<file path="config.mk">
export PLATFORM = sky130hd
export DESIGN_NAME = bpsd_sqrt
export DESIGN_NICKNAME = d
export VERILOG_FILES = /design/src/rtl/bpsd_pkg.sv /design/src/rtl/bpsd_sqrt.sv
export SDC_FILE = /design/constraint.sdc
export NUM_CORES = 2
export LEC_CHECK = 0
export BUFFER_PORTS_ARGS = -buffer_cell sky130_fd_sc_hd__buf_4
export CORE_ASPECT_RATIO = 0.5
export CORE_MARGIN = 2
export CORE_UTILIZATION = 55
export CTS_BUF_LIST = sky130_fd_sc_hd__clkbuf_8
export DETAILED_ROUTE_END_ITERATION = 6
export PLACE_DENSITY = 0.71
export SETUP_SLACK_MARGIN = 0.3
export SYNTH_ARGS = -nofsm -noshare
export SYNTH_HDL_FRONTEND = slang
export SYNTH_SLANG_ARGS = --single-unit
</file>
<file path="constraint.sdc">
create_clock -name clk -period 4.4 [get_ports clk]
set_clock_uncertainty 0.05 [all_clocks]
set_input_delay 0.22 -clock clk [delete_from_list [all_inputs] [get_ports clk]]
set_output_delay 0.22 -clock clk [all_outputs]
set_load 0.01 [all_outputs]
</file>
<file path="src/rtl/bpsd_pkg.sv">
// Package for the box point signed distance block: payload types and constants.
`default_nettype none
package bpsd_pkg;

  localparam int CoordW  = 32;
  localparam int QuatW   = 16;
  localparam int SizeW   = 31;
  localparam int CfgAddrW = 2;
  localparam int RadW    = 62;   // radicand of the distance root
  localparam int RootW   = 31;   // integer root of the radicand
  localparam int QuatLim = 16384;

  // Register indexes of the configuration port
  localparam logic [CfgAddrW-1:0] RegSizeX = 2'd0;
  localparam logic [CfgAddrW-1:0] RegSizeY = 2'd1;
  localparam logic [CfgAddrW-1:0] RegSizeZ = 2'd2;

  typedef struct packed {
    logic signed [CoordW-1:0] query_x;
    logic signed [CoordW-1:0] query_y;
    logic signed [CoordW-1:0] query_z;
    logic signed [CoordW-1:0] center_x;
    logic signed [CoordW-1:0] center_y;
    logic signed [CoordW-1:0] center_z;
    logic signed [QuatW-1:0]  quat_w;
    logic signed [QuatW-1:0]  quat_i;
    logic signed [QuatW-1:0]  quat_j;
    logic signed [QuatW-1:0]  quat_k;
  } bpsd_in_t;

  typedef struct packed {
    logic signed [CoordW-1:0] near_x;
    logic signed [CoordW-1:0] near_y;
    logic signed [CoordW-1:0] near_z;
    logic signed [CoordW-1:0] signed_distance;
  } bpsd_out_t;

  // Clamp a quaternion component to [-1.0, 1.0] in Q2.14
  function automatic logic signed [QuatW-1:0] quat_sat(input logic signed [QuatW-1:0] v);
    logic signed [QuatW-1:0] r;
    if (v > QuatW'(QuatLim)) r = QuatW'(QuatLim);
    else if (v < -QuatW'(QuatLim)) r = -QuatW'(QuatLim);
    else r = v;
    return r;
  endfunction

endpackage
`default_nettype wire

</file>
<file path="src/rtl/bpsd_sqrt.sv">
// Pipelined integer square root, one result bit per stage.
`default_nettype none
module bpsd_sqrt (
  input  wire logic                        clk,
  input  wire logic                        rst_n,
  input  wire logic                        in_valid,
  input  wire logic [bpsd_pkg::RadW-1:0]   in_rad,
  output logic                             out_valid,
  output logic [bpsd_pkg::RootW-1:0]       out_root
);
  import bpsd_pkg::*;

  localparam int RemW = RootW + 3;
  localparam int CurW = RemW + 2;

  logic                valid_r [RootW];
  logic [RemW-1:0]     rem_r   [RootW];
  logic [RootW-1:0]    root_r  [RootW];
  logic [RadW-1:0]     rad_r   [RootW];

  logic [RemW-1:0]     rem_nxt  [RootW];
  logic [RootW-1:0]    root_nxt [RootW];
  logic [RadW-1:0]     rad_nxt  [RootW];

  // Resolve one root bit per stage from the next two radicand bits
  always_comb begin
    logic [RemW-1:0]  rem_in;
    logic [RootW-1:0] root_in;
    logic [RadW-1:0]  rad_in;
    logic [CurW-1:0]  cur;
    logic [CurW-1:0]  trial;
    for (int i = 0; i < RootW; i++) begin
      if (i == 0) begin
        rem_in  = '0;
        root_in = '0;
        rad_in  = in_rad;
      end else begin
        rem_in  = rem_r[i-1];
        root_in = root_r[i-1];
        rad_in  = rad_r[i-1];
      end
      cur   = {rem_in, rad_in[RadW-1 -: 2]};
      trial = CurW'({root_in, 2'b01});
      if (cur >= trial) begin
        rem_nxt[i]  = RemW'(cur - trial);
        root_nxt[i] = {root_in[RootW-2:0], 1'b1};
      end else begin
        rem_nxt[i]  = RemW'(cur);
        root_nxt[i] = {root_in[RootW-2:0], 1'b0};
      end
      rad_nxt[i] = {rad_in[RadW-3:0], 2'b00};
    end
  end

  // Advance valid bits and partial roots
  always_ff @(posedge clk) begin
    for (int i = 0; i < RootW; i++) begin
      if (!rst_n) valid_r[i] <= 1'b0;
      else valid_r[i] <= (i == 0) ? in_valid : valid_r[(i == 0) ? 0 : i-1];
      rem_r[i]  <= rem_nxt[i];
      root_r[i] <= root_nxt[i];
      rad_r[i]  <= rad_nxt[i];
    end
  end

  assign out_valid = valid_r[RootW-1];
  assign out_root  = root_r[RootW-1];

endmodule
`default_nettype wire

</file>
==> results.toml <==
[synth]
ys.flop_type = "dfxtp_1"
synth_area_um2 = 87900
netlist_instances = 8636
synth.distinct_cells = 86
synthArstFlopShare_pct = 0
synth_edf_count = 0
synth-seq-area-share_pct = 55.25
yosysWarnings = 0
syn_avg_cell_area_um2 = 10.18
synth-seq-cells = 2426
syn_nets = 9230

[min_path]
whs_endpoint = "valid_r[8]$_DFF_P_"
holdPathStages = 3
holdCritStartpoint = "rst_n"
min_path_type = "in2reg"

[layout]
nFillCells = 12960
finalNetCount = 9667
syn2layout_area_growth_pct = 12.80
post-route-cell-area_um2 = 99150
drive_above_1_share_pct = 8.176
final_common_cell = "dfxtp_1"
fin_cells = 11410
mostFrequentLayoutCells = "2426 x dfxtp_1, 768 x inv_1, 616 x nand2_1"

[route]
via_per_inst = 5.144
drc_errors = 0
vias = 58710
wire_per_inst_um = 14.74
antenna_left = 0
drtIter0Drc = 3233
firstDrtPassIters = 7
drt_wl_total_um = 168300

[worst_setup_path]
cp_cell_sequence = "or4_1 > or4_1 > or4_1 > nor2_1 > or4b_1 > nand3_2 > nor2_1 > nand3b_1 > xnor2_1"
startpoint_type = "flip-flop"
cp.arrival_ns = 4.58
critPathLaunch = "rem_r[0][148]$_DFF_P_"
rrSetupSlack_ns = 0.64
critPathMaxFanout = 15
critPathTopFamily = "simple AND/OR/NAND/NOR gates"
rr_endpoint = "rem_r[0][199]$_DFF_P_"
crit_path_frequent_cell = "or4_1"
r2r_start = "rem_r[0][148]$_DFF_P_"
cp.required_ns = 5.22
reg2reg_depth = 9
critPathSlowestCell = "or4b_1"
cp_num_buf_inv = 0
crit_type = "reg2reg"
endpoint_kind = "flip-flop"
crit_path_max_incr_delay_ns = 0.75

[clocking]
cts_tree = "built"
postCtsSetupRepairBufs = 0
cts_buffers = 330
cts_sinks = 2426
clkTransAtPathRegs_ns = 0.06
insertion_delay_ns = 0.96
cts-root-buf = "clkbuf_8"
clockBufferDepth = 4
htreeDepth = 5

[floorplan]
row_count = 103
die_area_um2 = 163200
boundaryPins = 97
core_area_um2 = 158300
die_h_um = 286.7
initial_core_util_pct = 55.54
die_w_um = 569.4

[timing]
min_period_ns = 3.759
slew-limit-headroom_pct = 31.48
drv_slew = 0
worst_pin_slew_ns = 1.028
rsz0062_at_grt = "false"
finalHoldViolations = 0
setup_viol = 0
post-route-period-util_pct = 85.43
tns_ns = 0
max_freq_mhz = 266.0

[global_routing]
grt_usage_pct = 20.29
grt_pass1_vias = 57980
grt-ovfl-total = 0
antenna_found_initial = 2
grt_max_degree = 59
grt_pass1_wl_um = 276100

[pwr]
power.leakage_nw = 47.03
ir_drop_mv = 0.4119
powerDensity_nw_per_um2 = 538.9

[placed_design]
io_buffers = 96
dpl.cell_count = 10710
hpwl_um = 123700
finalWeightedCongestion = 0.9499
post_dp_cell_area_um2 = 91100

[run]
cap_violations = 0

[status]
status = "finished clean"
stage by stage:
step | hold WS, ns | setup slack [ns] | power, mW | util, %
floorplan | 0.1977 | 1.129 | 34.01 | -
global placement | 0.2595 | 0.6309 | 36.33 | 57.56
CTS | 0.1346 | 0.5600 | 53.98 | 62.64
detailed placement | 0.2621 | 0.5906 | 36.47 | 57.56
global route | 0.1929 | 0.3651 | 56.39 | 62.65
finish | 0.2467 | 0.6411 | 53.43 | 62.65
routing by layer:
metal  part of all wire (%)  routed length, um  track usage (%)  vias up
met1                     43              72020            23.37    26850
li1                       -                  -                -    30340
met4                    4.1               6838            9.355        0
met5                      0                  0                0        -
met2                     49              82870            36.79     1118
met3                    3.9               6552            3.433      404
synthesized netlist by cell type (93+ instances only):
library cell | instances | area [um2]
clkbuf_1 | 148 | 555.5
nor4_1 | 109 | 681.9
nand2_1 | 616 | 2312
a21oi_1 | 541 | 2708
nor2_1 | 511 | 1918
nor3_1 | 218 | 1091
o21ai_0 | 457 | 2287
dfxtp_1 | 2426 | 48570
inv_1 | 672 | 2522
ha_1 | 529 | 6619
nand2b_1 | 109 | 681.9
nand4_1 | 93 | 581.8
a21o_1 | 222 | 1667
xor2_1 | 424 | 3714
xnor2_1 | 391 | 3425
or3_1 | 104 | 650.6
nand3_1 | 126 | 630.6
logic make-up after synthesis:
family	after synthesis	share of synthesized area [%]
multiplexers	79	0.9950
adder cells (fa/ha/maj)	529	7.530
AND/OR/NAND/NOR	2249	12.65
AO/OA/AOI/OAI	1694	11.83
other	1	0.004266
flip-flops	2426	55.25
buffers and inverters	843	3.613
XOR/XNOR	815	8.121
tightest hold or removal path, stage by stage:
cell and delay (ns):
dlygate4sd3_1 0.55, buf_4 0.21, and2_1 0.15
where the power goes:
part / switching (mW) / internal, mW
Sequential: 2.54 / 25.5
Clock: 8.03 / 9.23
Combinational: 4.38 / 3.80
Total: 14.9 / 38.5
worst max-delay path by stage:
stage	slack [ns]	to	cells after the start
after global placement	0.63	rem_r[1][452]$_DFF_P_	11
after floorplan	1.13	rem_r[1][61]$_DFF_P_	13
after global routing	0.37	rem_r[1][475]$_DFF_P_	12
after CTS	0.56	rem_r[1][449]$_DFF_P_	11
after detailed placement	0.59	rem_r[1][472]$_DFF_P_	11
final	0.64	rem_r[0][199]$_DFF_P_	9
timing repair:
action | in CTS | in global routing
hold buffers | 129 | 0
setup endpoints to repair | 0 | 27
hold endpoints to repair | 94 | 0
resized for setup | 0 | 1
state kept, by name (all words and copies together), names as in the netlist:
signal,cells
valid_r,31
rad_r,930
rem_r,969
root_r,496
cell type report:
| cell class | count | area [um2] | area share [%] |
|---|---|---|---|
| Sequential cell | 2426 | 48570 | 48.98 |
| Multi-Input combinational cell | 5367 | 36230 | 36.54 |
| Clock buffer | 409 | 5629 | 5.677 |
| Tap cell | 2100 | 2628 | 2.650 |
| Inverter | 675 | 2534 | 2.555 |
| Timing Repair Buffer | 273 | 2435 | 2.456 |
| Clock inverter | 158 | 1119 | 1.128 |
| Antenna cell | 5 | 12.51 | 0.01262 |
Power figures use the tool's default switching activity.
